**config.mk**
```make
export PLATFORM = sky130hd
export DESIGN_NAME = spq_store
export DESIGN_NICKNAME = d
export VERILOG_FILES = /design/src/hw/rtl/assert_macros.svh /design/src/hw/rtl/spq_pkg.sv /design/src/hw/rtl/spq_store.sv
export SDC_FILE = /design/constraint.sdc
export NUM_CORES = 1
export LEC_CHECK = 0
export BUFFER_PORTS_ARGS = -buffer_cell sky130_fd_sc_hd__buf_4
export CORE_ASPECT_RATIO = 0.9
export CORE_MARGIN = 5
export CORE_UTILIZATION = 45
export CTS_CLUSTER_DIAMETER = 30
export DETAILED_ROUTE_END_ITERATION = 10
export PLACE_DENSITY = 0.61
export SLEW_MARGIN = 20
export SYNTH_ARGS = -nofsm -noshare
export SYNTH_HDL_FRONTEND = slang
export SYNTH_SLANG_ARGS = --single-unit
export TNS_END_PERCENT = 30
```
**constraint.sdc**
```tcl
create_clock -name clk -period 7.95 [get_ports clk]
set_input_delay 2.385 -clock clk [delete_from_list [all_inputs] [get_ports clk]]
set_output_delay 2.385 -clock clk [all_outputs]
set_load 0.005 [all_outputs]
```
**src/hw/rtl/assert_macros.svh**
```systemverilog
// Assertion macros shared by the RTL of the sorted priority queue.
// Stand-alone header; the macros compile to nothing when SYNTHESIS is defined.
`ifndef ASSERT_MACROS_SVH
`define ASSERT_MACROS_SVH

`ifndef SYNTHESIS
// Check prop on every rising edge of clk outside reset.
`define SPQ_ASSERT(lbl, clk, rst_n, prop) \
    lbl: assert property (@(posedge clk) disable iff (!rst_n) (prop)) \
        else $error("sorted_priority_queue: property check failed");
// Check that expr never holds on a rising edge of clk outside reset.
`define SPQ_ASSERT_NEVER(lbl, clk, rst_n, expr) \
    lbl: assert property (@(posedge clk) disable iff (!rst_n) !(expr)) \
        else $error("sorted_priority_queue: forbidden condition seen");
`else
`define SPQ_ASSERT(lbl, clk, rst_n, prop)
`define SPQ_ASSERT_NEVER(lbl, clk, rst_n, expr)
`endif

`endif

```
**src/hw/rtl/spq_pkg.sv**
```systemverilog
// Package of the sorted priority queue: sizes, status codes, entry and memory types.
// No dependencies; every other RTL file of the block but assert_macros.svh imports it.
package spq_pkg;

    localparam int CAPACITY      = 16;
    localparam int PRIORITY_BITS = 8;

    localparam int VALUE_W    = 32;
    localparam int IN_PRIO_W  = 8;
    localparam int OUT_PRIO_W = 8;
    localparam int STATUS_W   = 2;
    localparam int OCC_W      = $clog2(CAPACITY + 1);
    localparam int IDX_W      = $clog2(CAPACITY);
    localparam int PRIO_W     = (PRIORITY_BITS < IN_PRIO_W) ? PRIORITY_BITS : IN_PRIO_W;

    localparam logic [STATUS_W-1:0] ST_INSERTED  = 2'd0;
    localparam logic [STATUS_W-1:0] ST_REMOVED   = 2'd1;
    localparam logic [STATUS_W-1:0] ST_UNDERFLOW = 2'd2;
    localparam logic [STATUS_W-1:0] ST_OVERFLOW  = 2'd3;

    localparam logic MODE_INSERT = 1'b0;
    localparam logic MODE_REMOVE = 1'b1;

    typedef struct packed {
        logic [VALUE_W-1:0] value;
        logic [PRIO_W-1:0]  prio;
    } entry_t;

    typedef struct packed {
        logic             wr_en;
        logic [IDX_W-1:0] wr_addr;
        entry_t           wr_data;
        logic             rd_en;
        logic [IDX_W-1:0] rd_addr;
    } mem_cmd_t;

    // Map a position in queue order to a memory slot of the circular store.
    function automatic logic [IDX_W-1:0] slot_addr(input logic [IDX_W-1:0] head,
                                                   input logic [IDX_W-1:0] offset);
        logic [IDX_W:0] sum;
        sum = {1'b0, head} + {1'b0, offset};
        if (sum >= (IDX_W + 1)'(CAPACITY))
        begin
            sum = sum - (IDX_W + 1)'(CAPACITY);
        end
        return sum[IDX_W-1:0];
    endfunction

endpackage

```
**src/hw/rtl/spq_store.sv**
```systemverilog
// Entry store of the sorted priority queue: one write port, one registered read port.
// Depends on spq_pkg for entry_t and mem_cmd_t.
module spq_store import spq_pkg::*;
(
    input  logic     clk,
    input  mem_cmd_t cmd,
    output entry_t   rd_data
);

    entry_t mem [CAPACITY];
    entry_t rd_data_reg;

    always_ff @(posedge clk)
    begin
        if (cmd.wr_en)
        begin
            mem[cmd.wr_addr] <= cmd.wr_data;
        end
    end

    always_ff @(posedge clk)
    begin
        if (cmd.rd_en)
        begin
            rd_data_reg <= mem[cmd.rd_addr];
        end
    end

    assign rd_data = rd_data_reg;

endmodule

```
== Word-level counts from Yosys, hierarchy flattened ==
Memories as Yosys holds them, arrays and structs flattened. A register that Yosys moved wholly into a read port is not among the register bits.
Index checks and enable logic that the tools add are counted.

* Register bits: 0
* Bits in writable memories: 640
* Input bits: 51
* Output and inout port bits: 40
* Word-level logic and storage cells: 3
* Memories kept: 1

{| class="wikitable"
|+ Memories
! name !! words !! width !! read ports !! clocked after Yosys merged registers in !! wr ports !! RTL line !! source
|-
| mem || 16 || 40 || 1 || 1 || 1 || spq_store.sv:10 || <nowiki>entry_t mem [CAPACITY];</nowiki>
|}

* Multiplexer cells: 2

{| class="wikitable"
|+ Operators by type and width
! cell !! count
|-
| $mux W1 || 2
|}

== Depth between registers and ports, before layout ==
Gate-level depths: netlist of run 1.

* Depth in word-level cells: 2
* Gate-level depth with buffers: 6

== Worst setup path after synthesis of run 1 ==
No wires, ideal clock.

* Path type: input -> register
* From: in cmd[47] in the netlist's numbering
* To: mem mem[0][0] in the netlist's numbering, enable pin
* Arrival time: 5640 ps
* Required time: 7463 ps
* Setup slack: 1823 ps
* Cell stages on the path: 2
* Path through: or3b_2 > nor3_1

{| class="wikitable"
|+ RTL lines
! element !! RTL line !! source
|-
| from (decl) || spq_store.sv:6 || <nowiki>input mem_cmd_t cmd,</nowiki>
|-
| to (decl) || spq_store.sv:10 ||
|}

No word-level cell before the write port.

==> impl_metrics.json, run 1 <==
{
  "grt_pass1_vias": 12589,
  "grt_usage_pct": 18.60,
  "critPathMaxFanout": 76,
  "highest_layer": "met5",
  "detailroute.via_count": 11833,
  "status": "complete, no violations",
  "die_y_um": 236.0,
  "synth_edf_count": 680,
  "clkSinkCount": 680,
  "drt_first_iter_violations": 1076,
  "min_path_type": "flop to flop",
  "postLayoutCellArea_sq_um": 31570,
  "synth_compound_gate_area_share_pct": 2.352,
  "largest_reg_flops": 640,
  "grt_setup_unrepaired": "no",
  "area_growth_syn_to_layout_pct": 23.65,
  "num-fill-cells": 4067,
  "grt_antenna_before_repair": 1,
  "yosysSeqAreaShare_pct": 79.98,
  "layout-drive-gt1-share_pct": 32.63,
  "root_buffer": "sky130_fd_sc_hd__clkbuf_16",
  "simple_gate_area_share_of_the_yosys_netlist_pct": 1.108,
  "synthDistinctLibCells": 18,
  "post_synth_main_area_contributors": "sky130_fd_sc_hd__edfxtp_1 (80%), sky130_fd_sc_hd__mux4_2 (8.8%), sky130_fd_sc_hd__mux4_1 (6.2%), sky130_fd_sc_hd__a22oi_1 (2.4%), sky130_fd_sc_hd__buf_12 (0.86%)",
  "drv_slew": 0,
  "core_area_sq_um": 55920,
  "yosysWarnings": 0,
  "power_density_nw_per_um2": 314.8,
  "fp.dieW_um": 261.1,
  "cts-htree-levels": 4,
  "cts_tree": "built",
  "start_util_pct": 45.66,
  "rows": 82,
  "syn-instance-count": 1040,
  "worst_slew_pin_slew_ns": 1.071,
  "post-synth-top-area-cell": "sky130_fd_sc_hd__edfxtp_1",
  "max_freq_ghz": 0.2406,
  "insertion_delay_ns": 0.69,
  "finClkSkew_ns": 0.01918,
  "port_buffers": 90,
  "yosys_most_used_dff": "sky130_fd_sc_hd__edfxtp_1",
  "p_leak_nw": 10.55,
  "worst_ep_required_time_ns": 8.37,
  "postCtsResizedCells": 0,
  "layout_worst_path_cycle_share_pct": 52.28,
  "pin_count": 91,
  "synth-xor-area-share_pct": 0,
  "setup_violators_final": 0,
  "vias_per_cell": 5.656,
  "nets": 1283,
  "wl_met1_mm": 24.76,
  "synthesis.area_sq_um": 25530,
  "cts-buffers-inserted": 130,
  "drt.antenna.violating_nets": 0,
  "yosys_top_cell_area_share_pct": 79.98,
  "syn_avg_cell_area_sq_um": 24.55,
  "fp.dieArea_sq_um": 61610,
  "startpoint_type": "primary input",
  "antenna-diode-count": 0,
  "cts.clk_slew.worst_paths_ns": 0.04,
  "critical_path_arrival_ns": 4.58,
  "synth_seq_cells": 680,
  "cts_post_setup_buffers_inserted": 0,
  "final.min_clock_period_ns": 4.156,
  "gr-total-overflow": 0,
  "async_reset_ff_share_pct": 0,
  "met2_wl_mm": 27.15,
  "wl_met3_mm": 3.458,
  "final.setup.tns_ns": 0,
  "post_cts_hold_buffer_count": 0,
  "placement.cell_area_sq_um": 27080,
  "relSlewSlack_pct": 28.43,
  "critical_setup_path_class": "primary input to flop",
  "synth_mux_area_share_pct": 15.00,
  "routabilityCongestion": 0.6768,
  "clk_path_buf_depth": 3,
  "largest_family_of_logic_cells_by_synthesized_area": "multiplexers",
  "global_route_wire_length_before_repair_mm": 82.82,
  "wl_per_cell_um": 26.97,
  "vdd_ir_drop_max_uv": 194.9,
  "grt_max_degree": 77,
  "timing.max_cap.violations": 0,
  "detail_route.first_pass.iterations": 4,
  "synth-adder-area-share_pct": 0,
  "dp.final_hpwl_mm": 24.50,
  "worst_setup_path_end_kind": "flop",
  "finalHoldViolations": 0,
  "drcViolationCount": 0,
  "mappedNetlistNets": 1091,
  "post_route_wl_mm": 56.43
}
placed cells by master (no fill, tap or decap), drive strengths merged:
| cell type | n |
|---|---|
| nand2b | 2 |
| or3b | 1 |
| mux4 | 160 |
| clkinvlp | 13 |
| nor2 | 13 |
| nand2 | 41 |
| nor2b | 2 |
| buf | 113 |
| edfxtp | 680 |
| inv | 5 |
| clkbuf | 156 |
| and2 | 1 |
| bufinv | 20 |
| nand3 | 1 |
| nor3 | 4 |
| a22oi | 80 |
| nand3b | 2 |
| clkinv | 42 |
critical path, cell delays in order:
cell	delay [ns]
sky130_fd_sc_hd__buf_8	0.62
sky130_fd_sc_hd__buf_4	0.61
sky130_fd_sc_hd__mux4_1	0.62
sky130_fd_sc_hd__a22oi_1	0.19
sky130_fd_sc_hd__nand2_1	0.09
cell families (layout without fill, tap and decap cells):
kind of cell / Yosys count / count (layout)
mux: 160 / 160
buf+inv: 53 / 349
compound gates: 80 / 80
simple gates: 67 / 67
flops: 680 / 680
power breakdown:
part	leakage [nW]	internal (mW)	switching, mW
Clock	2.16	3.79	1.73
Combinational	2.21	0.147	0.198
Sequential	6.18	4.05	0.0234
Total	10.6	7.98	1.95
through the flow:
| stage | std cells | util, % | worst slack, ns | hold WS [ns] | total power, mW |
|---|---|---|---|---|---|
| finish | 2092 | 56.46 | 3.794 | 0.7288 | 9.939 |
| global route | 2092 | 56.46 | 3.573 | 0.7649 | 10.24 |
| CTS | 2092 | 56.46 | 3.749 | 0.7322 | 10.03 |
| detailed placement | 1856 | 48.44 | 3.014 | 0.7215 | 4.491 |
| global placement | 1856 | 48.44 | 3.041 | 0.7079 | 4.482 |
| floorplan | 1040 | - | 1.823 | 0.6976 | 4.327 |
metal layers:
layer | vias up | GRT usage, %
li1 | 4980 | -
met1 | 6373 | 26.67
met2 | 390 | 28.63
met3 | 88 | 4.224
met4 | 2 | 6.354
met5 | - | 0
area by class of cell:
cell class	count	area [sq um]	area share, %
multi-input combinational	307	4847	15.35
clock buffer	156	3521	11.15
tap	756	945.9	2.996
sequential	680	20420	64.68
clock inverter	80	965.9	3.059
timing repair buffer	113	872.1	2.762
cell usage after synthesis, types with 2 or more instances:
cell type,number
sky130_fd_sc_hd__a22oi_1,80
sky130_fd_sc_hd__buf_1,2
sky130_fd_sc_hd__buf_12,11
sky130_fd_sc_hd__buf_2,12
sky130_fd_sc_hd__clkbuf_1,27
sky130_fd_sc_hd__edfxtp_1,680
sky130_fd_sc_hd__mux4_1,60
sky130_fd_sc_hd__mux4_2,100
sky130_fd_sc_hd__nand2_1,41
sky130_fd_sc_hd__nand2b_1,2
sky130_fd_sc_hd__nand3b_1,2
sky130_fd_sc_hd__nor2_1,13
sky130_fd_sc_hd__nor2b_1,2
sky130_fd_sc_hd__nor3_1,4
path summary, 6_finish.rpt:
path                                       startpoint                    end  slack, ns  depth (start not counted)
worst max register to register   mem[3][29]$_DFFE_PP_  rd_data[29]$_DFFE_PP_       6.48                          3
worst min-delay path            mem[15][12]$_DFFE_PP_  rd_data[12]$_DFFE_PP_       0.73                          3
worst min register to register  mem[15][12]$_DFFE_PP_  rd_data[12]$_DFFE_PP_       0.73                          3
worst max-delay path                           cmd[0]  rd_data[27]$_DFFE_PP_       3.79                          5
Power figures use the tool's default switching activity.
==> inputs of run 2 (changes only) <==
Clock period 7.95 ns to 4.25 ns, I/O delays scaled along.
==> run 2 against run 1 <==
- worst hold slack improved by 0.0020 ns
- clock skew grew 0.00082 ns
- first-iteration DRC count is 9.3% higher
- critical path type is now flop to primary output
==> impl_metrics.json, run 2 (synthesized netlist as in run 1, its figures left out) <==
{
  "power_frac_comb_pct": 3.8,
  "cts.clk_slew.worst_paths_ns": 0.06,
  "min_path_type": "flop to flop",
  "drt.antenna.violating_nets": 0,
  "postLayoutCellArea_sq_um": 31530,
  "core_area_sq_um": 55920,
  "critical_setup_path_class": "flop to primary output",
  "root_buffer": "sky130_fd_sc_hd__clkbuf_16",
  "layout-drive-gt1-share_pct": 34.40,
  "largest_reg_flops": 640,
  "critical_path.cell_chain": "buf_4",
  "min_path_cells": 3,
  "design_power_total_mw": 17.81,
  "worst_hold_slack_ns": 0.7308,
  "rows": 82,
  "fp.dieW_um": 261.1,
  "grt_antenna_before_repair": 1,
  "crit-reg2reg-launch": "mem[12][5]$_DFFE_PP_",
  "ff2ff_path_depth": 3,
  "clkSinkCount": 680,
  "final.min_clock_period_ns": 2.596,
  "pin_count": 91,
  "grt_max_degree": 48,
  "placement.cell_area_sq_um": 27380,
  "antenna-diode-count": 0,
  "cts-htree-levels": 3,
  "final-seq-area_sq_um": 20420,
  "global_route_wire_length_before_repair_mm": 83.01,
  "utilization_pct": 56.38,
  "p_seq_share_pct": 42.7,
  "swShare_pct": 20.84,
  "drt_first_iter_violations": 1176,
  "worst_ep_required_time_ns": 2.97,
  "critPathMaxFanout": 1,
  "path_delay_family": "flip-flops",
  "regToRegEndpoint": "rd_data[5]$_DFFE_PP_",
  "layout_common_cells": "sky130_fd_sc_hd__edfxtp_1 (680), sky130_fd_sc_hd__clkbuf_16 (125), sky130_fd_sc_hd__buf_4 (116), sky130_fd_sc_hd__mux4_2 (100), sky130_fd_sc_hd__a22oi_1 (80)",
  "routabilityCongestion": 0.7049,
  "grt_setup_unrepaired": "no",
  "post_cts_hold_buffer_count": 0,
  "start_util_pct": 45.66,
  "cts_tree": "built",
  "layout_commonest_cell": "sky130_fd_sc_hd__edfxtp_1",
  "hold_path.startpoint": "mem[14][17]$_DFFE_PP_",
  "cp_slowest_stage_delay_ns": 0.49,
  "nets": 1291,
  "port_buffers": 90,
  "detail_route.first_pass.iterations": 5,
  "layout_worst_path_cycle_share_pct": 61.08,
  "worst_setup_path_end_kind": "primary output",
  "total_buffers_and_inverters_traversed_by_the_critical_path": 1,
  "detailroute.via_count": 11853,
  "pwr-share-clk_pct": 53.5,
  "grt_pass1_vias": 12648,
  "critical_path_arrival_ns": 1.32,
  "insertion_delay_ns": 0.65,
  "finalHoldViolations": 0,
  "dp.final_hpwl_mm": 28.61,
  "wl_per_cell_um": 26.52,
  "relSlewSlack_pct": 42.19,
  "final.setup.tns_ns": 0,
  "grt_usage_pct": 18.24,
  "setup.reg_to_reg.worst_slack_ns": 2.69,
  "fp.dieArea_sq_um": 61610,
  "drcViolationCount": 0,
  "vias_per_cell": 5.639,
  "p_leak_nw": 10.51,
  "cts_post_setup_buffers_inserted": 0,
  "setup_violators_final": 0,
  "post_route_wl_mm": 55.75,
  "cts-buffers-inserted": 120,
  "area_growth_syn_to_layout_pct": 23.47,
  "total_internal_power_mw": 14.10,
  "gr-total-overflow": 0,
  "multi_input_combinational_cell_area_sq_um": 4858,
  "startpoint_type": "flop",
  "num-fill-cells": 4095,
  "crit_path_top_delay_cell": "sky130_fd_sc_hd__edfxtp_1",
  "hold-path-endpoint": "rd_data[17]$_DFFE_PP_",
  "worst_slew_pin_slew_ns": 0.8672,
  "status": "complete, no violations",
  "finClkSkew_ns": 0.02000,
  "die_y_um": 236.0,
  "timing.max_cap.violations": 0,
  "vdd_ir_drop_max_uv": 340.6,
  "max_freq_ghz": 0.3852,
  "drv_slew": 0,
  "power.net_switching_mw": 3.711,
  "postCtsResizedCells": 0,
  "clk_path_buf_depth": 3,
  "power_density_nw_per_um2": 565.0
}
==> run 2: cell count changes in the layout (fill, tap and decap cells not counted) <==
cell,change
sky130_fd_sc_hd__and2_2,+1
sky130_fd_sc_hd__and2_4,-1
sky130_fd_sc_hd__buf_12,+12
sky130_fd_sc_hd__buf_4,+6
sky130_fd_sc_hd__bufinv_16,-6
sky130_fd_sc_hd__clkbuf_1,-11
sky130_fd_sc_hd__clkbuf_16,-13
sky130_fd_sc_hd__clkinv_1,-6
sky130_fd_sc_hd__clkinv_4,+6
sky130_fd_sc_hd__clkinv_8,-1
sky130_fd_sc_hd__clkinvlp_4,+9
sky130_fd_sc_hd__inv_6,+14
sky130_fd_sc_hd__nor3_2,-2
sky130_fd_sc_hd__nor3_4,+2
==> run 2: worst min-delay path, cell delays in order, from the launching register on <==
cell and delay [ns]:
sky130_fd_sc_hd__edfxtp_1 0.31, sky130_fd_sc_hd__mux4_2 0.22, sky130_fd_sc_hd__a22oi_1 0.06, sky130_fd_sc_hd__nand2_1 0.05
==> run 2: metal layers <==
metal	vias to the layer above	part of all wire, %	global-route usage [%]	wire (um)
met2	385	46	27.18	25870
li1	5015	-	-	-
met4	2	1.4	4.220	778
met1	6379	46	27.67	25550
met5	-	0.020	0	11
met3	72	6.3	4.534	3534
==> run 2: how the worst max path moves through the flow <==
stage | from | endpoint | cells after the start
after floorplan | cmd[48] | mem[4][0]$_DFFE_PP_ | 2
after global placement | cmd[0] | rd_data[17]$_DFFE_PP_ | 5
after detailed placement | cmd[0] | rd_data[17]$_DFFE_PP_ | 5
after CTS | rd_data[17]$_DFFE_PP_ | rd_data[17] | 1
after global routing | rd_data[17]$_DFFE_PP_ | rd_data[17] | 1
final | rd_data[17]$_DFFE_PP_ | rd_data[17] | 1
==> run 2: cell type report <==
class | count | share of cell area, %
clock buffers | 132 | 10.01
repair buffers | 131 | 3.671
well taps | 756 | 3.000
multi-input cells | 307 | 15.41
clock inverters | 96 | 3.139
flip-flops and latches | 680 | 64.77
==> run 2: through the flow <==
stage	instances	setup slack, ns
5_1_grt	2102	1.577
3_3_place_gp	1874	1.072
4_1_cts	2102	1.607
6_report	2102	1.654
3_5_place_dp	1874	1.099
2_1_floorplan	1040	-0.4660
==> run 2: power by group through the flow <==
stage	logic (mW)	registers (mW)	clock network [mW]
global placement	0.679	7.74	0
floorplan	0.363	7.73	0
finish	0.677	7.61	9.52
global route	0.728	7.62	10.0
CTS	0.691	7.62	9.67
detailed placement	0.689	7.74	0
